`config.mk`:
```
export PLATFORM = sky130hd
export DESIGN_NAME = fibonacci_mod_matrix_power
export DESIGN_NICKNAME = d
export VERILOG_FILES = /design/src/rtl/core/fmmp_pkg.sv /design/src/rtl/core/fmmp_modred.sv /design/src/rtl/core/fmmp_datapath.sv /design/src/rtl/core/fmmp_useq.sv /design/src/rtl/core/fibonacci_mod_matrix_power.sv
export SDC_FILE = /design/constraint.sdc
export NUM_CORES = 2
export LEC_CHECK = 0
export BUFFER_PORTS_ARGS = -buffer_cell sky130_fd_sc_hd__buf_2
export CAP_MARGIN = 0
export CORE_ASPECT_RATIO = 0.9
export CORE_MARGIN = 3
export CORE_UTILIZATION = 45
export CTS_BUF_LIST = sky130_fd_sc_hd__clkbuf_16
export DETAILED_ROUTE_END_ITERATION = 10
export PLACE_DENSITY = 0.69
export SYNTH_ARGS = -nofsm -noshare
export SYNTH_HDL_FRONTEND = slang
export SYNTH_SLANG_ARGS = --single-unit
```
`constraint.sdc`:
```
create_clock -name clk -period 18.24 [get_ports clk]
set_clock_uncertainty 0.15 [all_clocks]
set_input_delay 3.648 -clock clk [delete_from_list [all_inputs] [get_ports clk]]
set_output_delay 3.648 -clock clk [all_outputs]
set_load 0.01 [all_outputs]
```
`src/rtl/core/fmmp_pkg.sv`:
```
// Shared types, constants and microcode encodings for the Fibonacci matrix-power block.
// No dependencies.
package fmmp_pkg;

  localparam int IDX_W        = 63;
  localparam int FIB_W        = 31;
  localparam int MOD_W        = 31;
  localparam int IN_TDATA_W   = 64;
  localparam int OUT_TDATA_W  = 32;
  localparam int EXP_BITS_DEF = 63;
  localparam int PROD_W       = 2 * MOD_W;
  localparam int ACC_W        = PROD_W + 1;
  localparam int RED_W        = 64;
  localparam int RED_RADIX    = 4;
  localparam int RED_STEPS    = RED_W / RED_RADIX;
  localparam int RED_CNT_W    = $clog2(RED_STEPS);
  localparam int UPC_W        = 4;
  localparam int UROM_DEPTH   = 1 << UPC_W;

  localparam logic [MOD_W-1:0] MODULUS_RST = 31'd1000000007;

  // datapath operations
  localparam logic [3:0] OP_NOP    = 4'd0;
  localparam logic [3:0] OP_MUL_XX = 4'd1;
  localparam logic [3:0] OP_MUL_YY = 4'd2;
  localparam logic [3:0] OP_ACC    = 4'd3;
  localparam logic [3:0] OP_RED    = 4'd4;
  localparam logic [3:0] OP_SAVE_T = 4'd5;
  localparam logic [3:0] OP_SUM_S  = 4'd6;
  localparam logic [3:0] OP_MUL_YS = 4'd7;
  localparam logic [3:0] OP_LD_P   = 4'd8;
  localparam logic [3:0] OP_SQ_WB  = 4'd9;
  localparam logic [3:0] OP_QSTEP  = 4'd10;
  localparam logic [3:0] OP_SHIFT  = 4'd11;

  // sequencer conditions
  localparam logic [1:0] C_NEXT = 2'd0;
  localparam logic [1:0] C_WAIT = 2'd1;
  localparam logic [1:0] C_LOOP = 2'd2;
  localparam logic [1:0] C_END  = 2'd3;

  typedef struct packed {
    logic [3:0]       op;
    logic [1:0]       cond;
    logic [UPC_W-1:0] target;
  } uword_t;

  typedef struct packed {
    logic       load;
    logic [3:0] op;
  } dp_ctrl_t;

  typedef struct packed {
    logic red_busy;
    logic last_bit;
  } dp_stat_t;

endpackage

```
`src/rtl/core/fmmp_modred.sv`:
```
// Iterative modular reduction: 64-bit value mod a 31-bit modulus, 4 bits a cycle.
// Depends on fmmp_pkg.
module fmmp_modred import fmmp_pkg::*; (
  input  logic             clk,
  input  logic             rst_n,
  input  logic             start,
  input  logic [RED_W-1:0] value,
  input  logic [MOD_W-1:0] modulus,
  output logic             busy,
  output logic [MOD_W-1:0] rem
);

  logic                 busy_r, busy_nxt;
  logic [RED_W-1:0]     sh_r, sh_nxt;
  logic [MOD_W-1:0]     rem_r, rem_nxt;
  logic [RED_CNT_W-1:0] cnt_r, cnt_nxt;
  logic [MOD_W:0]       part;
  logic [MOD_W-1:0]     r;

  // restoring remainder over one radix-16 digit
  always_comb begin
    r = rem_r;
    for (int k = 0; k < RED_RADIX; k++) begin
      part = {r, sh_r[RED_W-1-k]};
      if (part >= {1'b0, modulus}) begin
        part = part - {1'b0, modulus};
      end
      r = part[MOD_W-1:0];
    end
  end

  always_comb begin
    busy_nxt = busy_r;
    sh_nxt   = sh_r;
    rem_nxt  = rem_r;
    cnt_nxt  = cnt_r;
    if (start) begin
      busy_nxt = 1'b1;
      sh_nxt   = value;
      rem_nxt  = '0;
      cnt_nxt  = RED_CNT_W'(RED_STEPS - 1);
    end else if (busy_r) begin
      sh_nxt  = sh_r << RED_RADIX;
      rem_nxt = r;
      cnt_nxt = cnt_r - 1'b1;
      if (cnt_r == '0) begin
        busy_nxt = 1'b0;
      end
    end
  end

  always_ff @(posedge clk) begin
    if (!rst_n) begin
      busy_r <= 1'b0;
    end else begin
      busy_r <= busy_nxt;
    end
    sh_r  <= sh_nxt;
    rem_r <= rem_nxt;
    cnt_r <= cnt_nxt;
  end

  assign busy = busy_r;
  assign rem  = rem_r;

endmodule

```
`src/rtl/core/fmmp_datapath.sv`:
```
// Datapath: matrix entries, shared 31x31 multiplier, accumulator, exponent shifter.
// Depends on fmmp_pkg and fmmp_modred.
module fmmp_datapath import fmmp_pkg::*; #(
  parameter int EXP_BITS = EXP_BITS_DEF
) (
  input  logic             clk,
  input  logic             rst_n,
  input  dp_ctrl_t         ctrl,
  input  logic [IDX_W-1:0] index,
  input  logic [MOD_W-1:0] modulus,
  output dp_stat_t         stat,
  output logic [FIB_W-1:0] fib
);

  localparam int BCNT_W = (EXP_BITS > 1) ? $clog2(EXP_BITS) : 1;

  // Q^k is symmetric, so only top-left (x) and off-diagonal (y) are kept;
  // bottom-right is x - y.
  logic [MOD_W-1:0]    x_r, y_r, t_r, s_r;
  logic [PROD_W-1:0]   mul_r;
  logic [ACC_W-1:0]    p_r;
  logic [EXP_BITS-1:0] e_r;
  logic [BCNT_W-1:0]   bcnt_r;
  logic [MOD_W-1:0]    mul_a, mul_b;
  logic [RED_W-1:0]    idx_ext;
  logic                red_busy;
  logic [MOD_W-1:0]    red_rem;

  function automatic logic [MOD_W-1:0] addmod(input logic [MOD_W-1:0] a,
                                               input logic [MOD_W-1:0] b,
                                               input logic [MOD_W-1:0] m);
    logic [MOD_W:0] s;
    s = {1'b0, a} + {1'b0, b};
    if (s >= {1'b0, m}) begin
      s = s - {1'b0, m};
    end
    return s[MOD_W-1:0];
  endfunction

  function automatic logic [MOD_W-1:0] submod(input logic [MOD_W-1:0] a,
                                               input logic [MOD_W-1:0] b,
                                               input logic [MOD_W-1:0] m);
    logic [MOD_W:0] d;
    if (a >= b) begin
      d = {1'b0, a} - {1'b0, b};
    end else begin
      d = {1'b0, a} + {1'b0, m} - {1'b0, b};
    end
    return d[MOD_W-1:0];
  endfunction

  assign idx_ext = RED_W'(index);

  always_comb begin
    mul_a = y_r;
    mul_b = s_r;
    unique case (ctrl.op)
      OP_MUL_XX: begin
        mul_a = x_r;
        mul_b = x_r;
      end
      OP_MUL_YY: begin
        mul_a = y_r;
        mul_b = y_r;
      end
      default: begin
        mul_a = y_r;
        mul_b = s_r;
      end
    endcase
  end

  always_ff @(posedge clk) begin
    if (ctrl.load) begin
      x_r    <= MOD_W'(1);
      y_r    <= '0;
      e_r    <= idx_ext[EXP_BITS-1:0];
      bcnt_r <= BCNT_W'(EXP_BITS - 1);
    end else begin
      unique case (ctrl.op) inside
        OP_MUL_XX, OP_MUL_YS: begin
          mul_r <= {{MOD_W{1'b0}}, mul_a} * {{MOD_W{1'b0}}, mul_b};
        end
        OP_MUL_YY: begin
          p_r   <= ACC_W'(mul_r);
          mul_r <= {{MOD_W{1'b0}}, mul_a} * {{MOD_W{1'b0}}, mul_b};
        end
        OP_ACC:    p_r <= p_r + ACC_W'(mul_r);
        OP_LD_P:   p_r <= ACC_W'(mul_r);
        OP_SAVE_T: begin
          t_r <= red_rem;
          s_r <= submod(x_r, y_r, modulus);
        end
        OP_SUM_S:  s_r <= addmod(x_r, s_r, modulus);
        OP_SQ_WB: begin
          x_r <= t_r;
          y_r <= red_rem;
        end
        OP_QSTEP: begin
          if (e_r[EXP_BITS-1]) begin
            x_r <= addmod(x_r, y_r, modulus);
            y_r <= x_r;
          end
        end
        OP_SHIFT: begin
          e_r    <= e_r << 1;
          bcnt_r <= bcnt_r - 1'b1;
        end
        default: begin
        end
      endcase
    end
  end

  fmmp_modred u_modred (
    .clk     (clk),
    .rst_n   (rst_n),
    .start   (!ctrl.load && (ctrl.op == OP_RED)),
    .value   (RED_W'(p_r)),
    .modulus (modulus),
    .busy    (red_busy),
    .rem     (red_rem)
  );

  assign stat.red_busy = red_busy;
  assign stat.last_bit = (bcnt_r == '0);
  assign fib           = y_r;

endmodule

```
`src/rtl/core/fmmp_useq.sv`:
```
// Microcode sequencer: program counter, control-word table and jump logic.
// Depends on fmmp_pkg.
module fmmp_useq import fmmp_pkg::*; (
  input  logic     clk,
  input  logic     rst_n,
  input  logic     go,
  input  logic     out_free,
  input  dp_stat_t stat,
  output dp_ctrl_t ctrl,
  output logic     busy,
  output logic     done
);

  // one exponent bit: square via x' = x^2 + y^2, y' = y(2x - y), then
  // optional multiply by Q, then shift the exponent
  localparam uword_t UROM [UROM_DEPTH] = '{
    '{OP_MUL_XX, C_NEXT, UPC_W'(0)},
    '{OP_MUL_YY, C_NEXT, UPC_W'(0)},
    '{OP_ACC,    C_NEXT, UPC_W'(0)},
    '{OP_RED,    C_NEXT, UPC_W'(0)},
    '{OP_NOP,    C_WAIT, UPC_W'(0)},
    '{OP_SAVE_T, C_NEXT, UPC_W'(0)},
    '{OP_SUM_S,  C_NEXT, UPC_W'(0)},
    '{OP_MUL_YS, C_NEXT, UPC_W'(0)},
    '{OP_LD_P,   C_NEXT, UPC_W'(0)},
    '{OP_RED,    C_NEXT, UPC_W'(0)},
    '{OP_NOP,    C_WAIT, UPC_W'(0)},
    '{OP_SQ_WB,  C_NEXT, UPC_W'(0)},
    '{OP_QSTEP,  C_NEXT, UPC_W'(0)},
    '{OP_SHIFT,  C_LOOP, UPC_W'(0)},
    '{OP_NOP,    C_END,  UPC_W'(0)},
    '{OP_NOP,    C_END,  UPC_W'(0)}
  };

  logic             busy_r, busy_nxt;
  logic [UPC_W-1:0] pc_r, pc_nxt;
  uword_t           uw;

  assign uw = UROM[pc_r];

  always_comb begin
    busy_nxt = busy_r;
    pc_nxt   = pc_r;
    if (!busy_r) begin
      if (go) begin
        busy_nxt = 1'b1;
        pc_nxt   = '0;
      end
    end else begin
      unique case (uw.cond)
        C_NEXT: pc_nxt = pc_r + 1'b1;
        C_WAIT: begin
          if (!stat.red_busy) begin
            pc_nxt = pc_r + 1'b1;
          end
        end
        C_LOOP: begin
          if (stat.last_bit) begin
            pc_nxt = pc_r + 1'b1;
          end else begin
            pc_nxt = uw.target;
          end
        end
        C_END: begin
          if (out_free) begin
            busy_nxt = 1'b0;
          end
        end
        default: pc_nxt = pc_r;
      endcase
    end
  end

  always_ff @(posedge clk) begin
    if (!rst_n) begin
      busy_r <= 1'b0;
      pc_r   <= '0;
    end else begin
      busy_r <= busy_nxt;
      pc_r   <= pc_nxt;
    end
  end

  assign ctrl.load = go && !busy_r;
  assign ctrl.op   = busy_r ? uw.op : OP_NOP;
  assign busy      = busy_r;
  assign done      = busy_r && (uw.cond == C_END) && out_free;

endmodule

```
`src/rtl/core/fibonacci_mod_matrix_power.sv`:
```
// Fibonacci number F(n) mod a programmable modulus, by square-and-multiply
// on the 2x2 matrix [[1,1],[1,0]]. Top level: handshake, modulus register,
// result register. Depends on fmmp_pkg, fmmp_useq and fmmp_datapath.
//
// One index per transaction goes in, one F(index) mod modulus comes out.
// Only the low EXP_BITS bits of the index count. A modulus of 0 or 1 gives 0.
// The block works on one index at a time: in_tready is low from acceptance
// until the result is handed to the output register, which then holds it
// while the next index is already being taken. Each exponent bit costs two
// modular reductions on the shared 4-bit-per-cycle remainder unit, plus 12
// microcode steps around the single 31x31 multiplier. The modulus must only
// be written while the block is idle.
module fibonacci_mod_matrix_power import fmmp_pkg::*; #(
  parameter int EXP_BITS = EXP_BITS_DEF
) (
  input  logic                   clk,
  input  logic                   rst_n,
  // in_tdata: [62:0] index, [63] zero fill
  input  logic                   in_tvalid,
  output logic                   in_tready,
  input  logic [IN_TDATA_W-1:0]  in_tdata,
  // out_tdata: [30:0] fib_value, [31] zero fill
  output logic                   out_tvalid,
  input  logic                   out_tready,
  output logic [OUT_TDATA_W-1:0] out_tdata,
  // modulus register
  input  logic                   cfg_wr_en,
  input  logic [MOD_W-1:0]       cfg_wr_data
);

  logic [MOD_W-1:0] modulus_r;
  logic             out_valid_r, out_valid_nxt;
  logic [FIB_W-1:0] out_fib_r;
  logic             in_accept;
  logic             out_free;
  logic             seq_busy;
  logic             seq_done;
  logic             mod_degen;
  dp_ctrl_t         ctrl;
  dp_stat_t         stat;
  logic [FIB_W-1:0] dp_fib;

  assign in_accept = in_tvalid && in_tready;
  assign in_tready = !seq_busy;
  // result register is free if empty or being drained this cycle
  assign out_free  = !out_valid_r || out_tready;
  // modulus 0 or 1: every residue is zero
  assign mod_degen = (modulus_r[MOD_W-1:1] == '0);

  fmmp_useq u_useq (
    .clk      (clk),
    .rst_n    (rst_n),
    .go       (in_accept),
    .out_free (out_free),
    .stat     (stat),
    .ctrl     (ctrl),
    .busy     (seq_busy),
    .done     (seq_done)
  );

  fmmp_datapath #(
    .EXP_BITS (EXP_BITS)
  ) u_datapath (
    .clk     (clk),
    .rst_n   (rst_n),
    .ctrl    (ctrl),
    .index   (in_tdata[IDX_W-1:0]),
    .modulus (modulus_r),
    .stat    (stat),
    .fib     (dp_fib)
  );

  always_comb begin
    out_valid_nxt = out_valid_r;
    if (seq_done) begin
      out_valid_nxt = 1'b1;
    end else if (out_tready) begin
      out_valid_nxt = 1'b0;
    end
  end

  always_ff @(posedge clk) begin
    if (!rst_n) begin
      modulus_r   <= MODULUS_RST;
      out_valid_r <= 1'b0;
    end else begin
      if (cfg_wr_en) begin
        modulus_r <= cfg_wr_data;
      end
      out_valid_r <= out_valid_nxt;
    end
    if (seq_done) begin
      out_fib_r <= mod_degen ? '0 : dp_fib;
    end
  end

  assign out_tvalid = out_valid_r;
  assign out_tdata  = OUT_TDATA_W'(out_fib_r);

  // an accepted transaction starts the sequencer
  a_start: assert property (@(posedge clk) disable iff (!rst_n)
    in_accept |=> seq_busy)
    else $error("sequencer did not start on accepted transaction");

  // a finished result never overwrites one still pending
  a_no_overwrite: assert property (@(posedge clk) disable iff (!rst_n)
    seq_done |-> (!out_valid_r || out_tready))
    else $error("result register overwritten");

  // a finished item always shows up on the output
  a_done_out: assert property (@(posedge clk) disable iff (!rst_n)
    seq_done |=> (out_tvalid && !seq_busy))
    else $error("result not presented after completion");

  // the remainder unit only runs under the sequencer
  a_red_in_seq: assert property (@(posedge clk) disable iff (!rst_n)
    stat.red_busy |-> seq_busy)
    else $error("reduction running outside a sequence");

endmodule

```
# ---- Word-level counts from Yosys, hierarchy flattened
# Memory sizes are Yosys's and may differ from the RTL's.
# Index checks and enable logic that the tools add are counted.
# Widths: inputs -> output; s select.
dict set report word_totals {
  out_inout_bits 34
  register_bits 486
  mem_bits_ro 160
  mem_count 1
  latchBits 0
  word_cells 126
  ram_bits 0
  input_bits 100
}
# memory words width rd rd_clocked_by_memory_dff wr line
set memory_table {}
lappend memory_table {{(name not given)} 16 10 1 0 0 fmmp_useq.sv:39} ;# assign uw = UROM[pc_r];
dict set report op_classes {
  n_lt_le_gt_ge 8
  mul 1
  n_div 0
  mux 36
  bitwise 2
  shift 0
  eq_ne 17
  n_reduce_logical 28
  addsub 15
}
# cell n
set ops {}
lappend ops {{$mux 31} 10}
lappend ops {{$mux 63} 4}
lappend ops {{$pmux 31 s2} 4}
lappend ops {{$sub 31x31->31} 8}
lappend ops {{$ge 32x31->1} 6}
lappend ops {{$pmux 63 s2} 1}
lappend ops {{$add 31x31->32} 2}
lappend ops {{$add 63x62->63} 1}
lappend ops {{$mul 31x31->62} 1}
lappend ops {{$add 31x31->31} 1}
lappend ops {{$ge 31x31->1} 1}
lappend ops {{$logic_not 30->1} 1}
lappend ops {{$mux 10} 2}
lappend ops {{$mux 4} 5}
lappend ops {{$eq 4x3->1 const B} 4}
lappend ops {{$eq 4x4->1 const B} 4}
lappend ops {{$reduce_bool 2->1} 7}
lappend ops {{$pmux 4 s3} 1}
lappend ops {{$reduce_and 2->1} 5}
lappend ops {{$mux 1} 9}
lappend ops {{$eq 4x2->1 const B} 2}
lappend ops {{$logic_not 6->1} 1}
lappend ops {{$sub 6x1->6 const B} 1}
lappend ops {{$ge 5x5->1 const B} 1}
lappend ops {{18 further kinds} 25}

# ---- Longest topological paths before layout
dict set report logic_depth {
  word_depth 9
  depth_mapped 55
  ltp_nobuf 52
}

# ---- Cells and area by module
# Synthesis repeated with hierarchy kept, for this count alone.
dict set report hier_totals {
  cells_unflattened 8317
  hier_area_um2 72804.8
}
# mod instances cells_each area_each_um2 seq_area_each_um2
set modules_own_cells {}
lappend modules_own_cells {fmmp_datapath 1 6712 58071.9 8868.5}
lappend modules_own_cells {fmmp_modred 1 1355 11648.7 2642.5}
lappend modules_own_cells {fibonacci_mod_matrix_power 1 186 2534.9 1571.5}
lappend modules_own_cells {fmmp_useq 1 64 549.3 100.1}

# ---- Worst setup path after synthesis
# No wires, ideal clock.
dict set report synth_timing {
  path_kind {reg2reg}
  startpoint {reg modulus_r[1]}
  endpoint {reg u_datapath.u_modred.rem_r[10], in the netlist u_datapath.u_modred.rem[10]}
  slack_ps 7291
  t_required_ps 17958
  path_stages_with_launch 52
  n_path_buf 4
  synth_period_minus_slack_ps 10949
  setup_ps 132
  arrival_time_ps 10667
  cell_sequence {dfxtp_1 > inv_1 > fa_1 > a211oi_2 > o21ai_1 > a21oi_1 > a21oi_1 > o21ai_1 > a2111o_1 > nand2_1 > buf_2 > buf_2 > mux2i_1 > inv_1 > ha_1 > or2_2 > a21oi_1 > a21oi_1 > [... 16 more ...] > o21ai_2 > mux2i_1 > inv_1 > fa_1 > nor2b_1 > o21ai_0 > a21boi_0 > o21ai_0 > a21oi_1 > o21ai_0 > a21oi_1 > o21ai_0 > o211ai_1 > a31oi_1 > o311ai_4 > buf_6 > mux2i_1 > a21oi_1}
}
dict set report synth_via {
  elab_chain_len 8
  word_cells_on_any_way 12
  classes_between {add/sub: 4; order compare: 4; mux: 4}
}
# item line
set synth_lines {}
lappend synth_lines {{start, declared} fibonacci_mod_matrix_power.sv:31} ;# logic [MOD_W-1:0] modulus_r;
lappend synth_lines {{start signal, assigned} fibonacci_mod_matrix_power.sv:88} ;# modulus_r <= cfg_wr_data;
lappend synth_lines {{$sub 31x31->31 / $ge 32x31->1 (equally long branches)} {fmmp_modred.sv:26, fmmp_modred.sv:25}}
lappend synth_lines {{$mux 31} fmmp_modred.sv:25} ;# if (part >= {1'b0, modulus}) begin
lappend synth_lines {{$sub 31x31->31 / $ge 32x31->1 (equally long branches)} {fmmp_modred.sv:26, fmmp_modred.sv:25}}
lappend synth_lines {{$mux 31} fmmp_modred.sv:25}
lappend synth_lines {{$sub 31x31->31 / $ge 32x31->1 (equally long branches)} {fmmp_modred.sv:26, fmmp_modred.sv:25}}
lappend synth_lines {{$mux 31} fmmp_modred.sv:25}
lappend synth_lines {{$sub 31x31->31 / $ge 32x31->1 (equally long branches)} {fmmp_modred.sv:26, fmmp_modred.sv:25}}
lappend synth_lines {{$mux 31 (*)} fmmp_modred.sv:25}
lappend synth_lines {{end signal, assigned} fmmp_modred.sv:59} ;# rem_r <= rem_nxt;
lappend synth_lines {{end, declared} fmmp_modred.sv:15} ;# logic [MOD_W-1:0] rem_r, rem_nxt;
# Mark *: on every way between the ends. The rest lies on a longest branch, timed or not.
# A chain may end at the register's enable or synchronous reset.

# ---- Worst setup path in the final report
dict set report layout_timing {
  startpoint {reg modulus_r[1]}
  endpoint {reg u_datapath.u_modred.rem_r[5], in the netlist u_datapath.u_modred.rem[5]}
}
# The elaborated chain is that of the path after synthesis.

==> results.txt <==
----------------------------------------------------
[Status]
  Outcome ... completed

[Flow run]
  Max cap viols ... 0

[Clock tree]
  Deepest clock path buffer count ... 3
  Clock Sink Count ... 486
  Number of H-tree levels ... 2
  Clk Tree Root Cell ... clkbuf_16
  Clock-pin transition on the worst setup and hold timing paths ... 70 ps
  Clock buffers created by TritonCTS ... 57
  Post-CTS repair timing setup buffer count ... 0
  Source-to-sink clock delay at the later pin of the worst-skew pair ... around 700 ps
  Clock tree from TritonCTS ... built
  Post-cts repair resize count ... 0
  Hold bufs inserted after CTS ... 0

[Timing]
  Highest attainable clock frequency ... slightly below 0.06 GHz
  Post-layout minimum cycle time ... 16,820 ps
  Unrepaired setup endpoints after global routing ... false
  Setup ws final ... 1420 ps
  Total negative slack ... 0 ps
  Number of hold violations in the final report ... 0
  Slew Limit Fails ... 0
  Final critical-path share of the clock period ... 0.922
  Max-slew headroom at the worst pin ... 0.112
  Actual slew at the worst max-slew pin ... 1320 ps
  Final setup fails ... 0

[Route]
  Remaining design rule violation count ... 0
  Count of nets left with antenna violations after detail routing ... 0
  Average wire length per cell after detail routing ... between 20 and 25 um
  Number of detailed-routing iterations run before antenna repair ... 7
  Violation count after the first detailed-routing iteration ... 5,512
  Vias post-DR ... about 59,000
  Via count normalized by instance count ... 5.74
  Final wirelength ... 223,000 um

[Global routing]
  Gr usage total ... 0.271
  Number of global-route vias before repair ... between 50,000 and 60,000
  Initial antenna violation count ... 14
  Maximum number of pins on one net before global-route repair ... 114
  Global-route wire length before repair ... 343,000 um
  GR Overflow Total ... 0

[Floorplan]
  Number of cell rows ... 137
  DIE HEIGHT ... 383 um
  Starting density of the core ... 0.456
  Die area ... 163,000 sq um
  Core Area ... 156,000 sq um
  Number of I/O pins ... approximately 130
  Die outline width ... 425 um

[Yosys]
  Net count after synthesis ... 9,885
  Library cell occupying the most area in the post-synthesis netlist ... fa_1
  Fraction of the yosys area taken by sequential cells ... 0.186
  Cell area after technology mapping ... 71,000 sq um
  Seq cells post-synth ... between 400 and 500
  Post-synthesis cell count ... 8,275
  Count of flip-flops with a built-in enable after synthesis ... 344
  Top area cells in the synthesized netlist ... fa_1 25%, edfxtp_1 15%, ha_1 11%, nand2_1 7.8%, inv_1 6.2%
  Unique cell type count in the Yosys netlist ... 101
  Yosys top cell area share ... 0.247
  Number of warning messages in the yosys log ... 0
  Proportion of register bits with asynchronous set or reset after synthesis ... 0
  Synthesized area divided by synthesized cell count ... 8.58 sq um
  Most used DFF post-synth ... edfxtp_1

[Critical path]
  Element type at the critical path end ... flip-flop
  Crit path kind ... reg -> reg
  Critical path's slowest cell ... nor2_2
  Crit-path max cell delay ... around 750 ps
  Crit start category ... flip-flop
  Maximum fanout along the worst path ... 30
  Arrival time at the worst endpoint ... 17,190 ps
  Most used cell along the critical path ... a21oi_1
  Critical Path RT ... 18,610 ps

[Finish]
  Fraction of layout instances using a drive strength above 1 ... 0.0587
  Fillers ... between 10,000 and 15,000
  Area growth from synthesis to final layout ... 6.90%
  Final #Nets ... between 9,000 and 10,000

[Hold path]
  Hold Crit Class ... reg -> reg

[Power and ir drop]
  Largest vdd supply drop ... approximately 0.26 mV
  Power density relative to cell area ... around 89 nW/um^2
  P_leak ... 0.0350 uW
  Final total power ... 6780 uW

[Place]
  GP Congestion ... 0.951
  Placed wire-length estimate ... between 150,000 and 200,000 um
  Count of buffers inserted at the top-level ports ... 131
  Setup WS pre-CTS ... 2400 ps

----------------------------------------------------
-- synthesized netlist by cell type (all sizes together), types with 15 or more instances --
library cell	n
or2	19
edfxtp	344
a21oi	467
xor2	121
dfxtp	142
a221oi	22
a211o	21
o211ai	43
o21ai	313
xnor2	254
a211oi	68
ha	633
and2	58
nor2	554
o31ai	33
fa	877
mux2i	117
nand2b	73
inv	1181
nor3	91
nand4	50
and3	38
nand3	88
o21bai	49
or3	27
mux2	48
a311oi	36
a221o	33
a2111oi	15
a21boi	22
a21o	229
nor2b	70
buf	40
clkbuf	330
a31oi	46
o21a	66
nand2	1476
nor4	24
-- worst max-delay path: cells and delay by family, from the launching register on --
family / cells / cell delay, ps
muxes: 3 / 1080
DFF: 1 / 500
AOI/OAI and AO/OA: 20 / 5920
and+or+nand+nor: 12 / 5330
buffers and inverters: 4 / 1650
adders and majority gates: 4 / 1870
-- sequential cells by signal, indices dropped and copies added (netlist names), 62 cells and up --
register and cells:
u_datapath.e_r 63, u_datapath.mul_r 62, u_datapath.p_r 63, u_datapath.u_modred.sh_r 64
-- kinds of logic (layout without fill, tap and decap cells) --
group,after synthesis,in the layout,synth area share
buffers and inverters,1551,1542,0.0828
xor gates and xnor gates,375,375,0.0463
muxes,165,165,0.0242
adders and majority gates,1510,1510,0.359
and+or+nand+nor,2610,2610,0.157
AOI/OAI and AO/OA,1577,1577,0.145
other,1,5,0.0000528
DFF,486,486,0.186
-- per-layer routing --
layer | share of wire | track usage
met3 | 0.11 | 0.0673
met2 | 0.42 | 0.401
met5 | 0.00018 | 0.00119
met4 | 0.021 | 0.0548
met1 | 0.45 | 0.399
-- metrics by stage --
step | std cells | hold slack (ps) | util | cell area [sq um]
after floorplan | 8275 | 295 | - | 71000
after global placement | 10244 | 305 | 0.475 | 73900
after detailed placement | 10244 | 318 | 0.475 | 73900
after CTS | 10351 | 341 | 0.487 | 75900
after global routing | 10351 | 355 | 0.487 | 75900
final | 10355 | 340 | 0.487 | 75900
-- path summary, 6_finish.rpt --
| check | from | to | slack [ps] | cells after the start |
|---|---|---|---|---|
| setup / recovery | modulus_r[1]$_SDFFE_PN1P_ | u_datapath.u_modred.rem[5]$_SDFFE_PP0P_ | 1420 | 43 |
| hold / removal | u_datapath.t_r[28]$_DFFE_PP_ | u_datapath.x_r[28]$_SDFFE_PP0P_ | 340 | 2 |
| setup reg to reg | modulus_r[1]$_SDFFE_PN1P_ | u_datapath.u_modred.rem[5]$_SDFFE_PP0P_ | 1420 | 43 |
| hold reg to reg | u_datapath.t_r[28]$_DFFE_PP_ | u_datapath.x_r[28]$_SDFFE_PP0P_ | 340 | 2 |
-- cell usage in the layout (no fill, tap or decap), types with 17 or more instances in the layout --
master	n
buf_4	123
fa_1	877
nor4_1	23
a211oi_1	66
or3_1	25
a211o_1	21
buf_2	131
a221oi_1	17
or2_2	18
o21a_1	66
xnor2_1	254
clkbuf_16	57
and2_1	58
o21ai_1	21
nand2_1	1473
a21oi_1	462
o211ai_1	42
nand2b_1	73
dfxtp_1	141
ha_1	633
o31ai_1	33
mux2_2	42
and3_1	36
inv_1	1189
nand3_1	88
nor2b_1	69
o21ai_0	289
nor2_1	545
nor3_1	88
xor2_1	121
a221o_1	29
a311oi_1	36
a21o_1	224
o21bai_1	48
nand4_1	49
a21boi_0	20
edfxtp_1	344
mux2i_1	116
a31oi_1	45
-- layout make-up --
class,count,area [sq um],area share
Multi-Input combinational cell,6238,52200,0.687
Clock buffer,57,1430,0.0188
Clock inverter,50,512,0.00674
Antenna cell,4,10.0,0.000132
Inverter,1181,4430,0.0584
Timing Repair Buffer,254,1580,0.0208
Sequential cell,486,13200,0.174
Tap cell,2085,2610,0.0344
-- power breakdown --
part           switching, uW  internal [uW]  total, uW
sequential              54.4           1250       1310
clock                    529            676       1210
combinational           2510           1760       4270
Power figures use the tool's default switching activity.
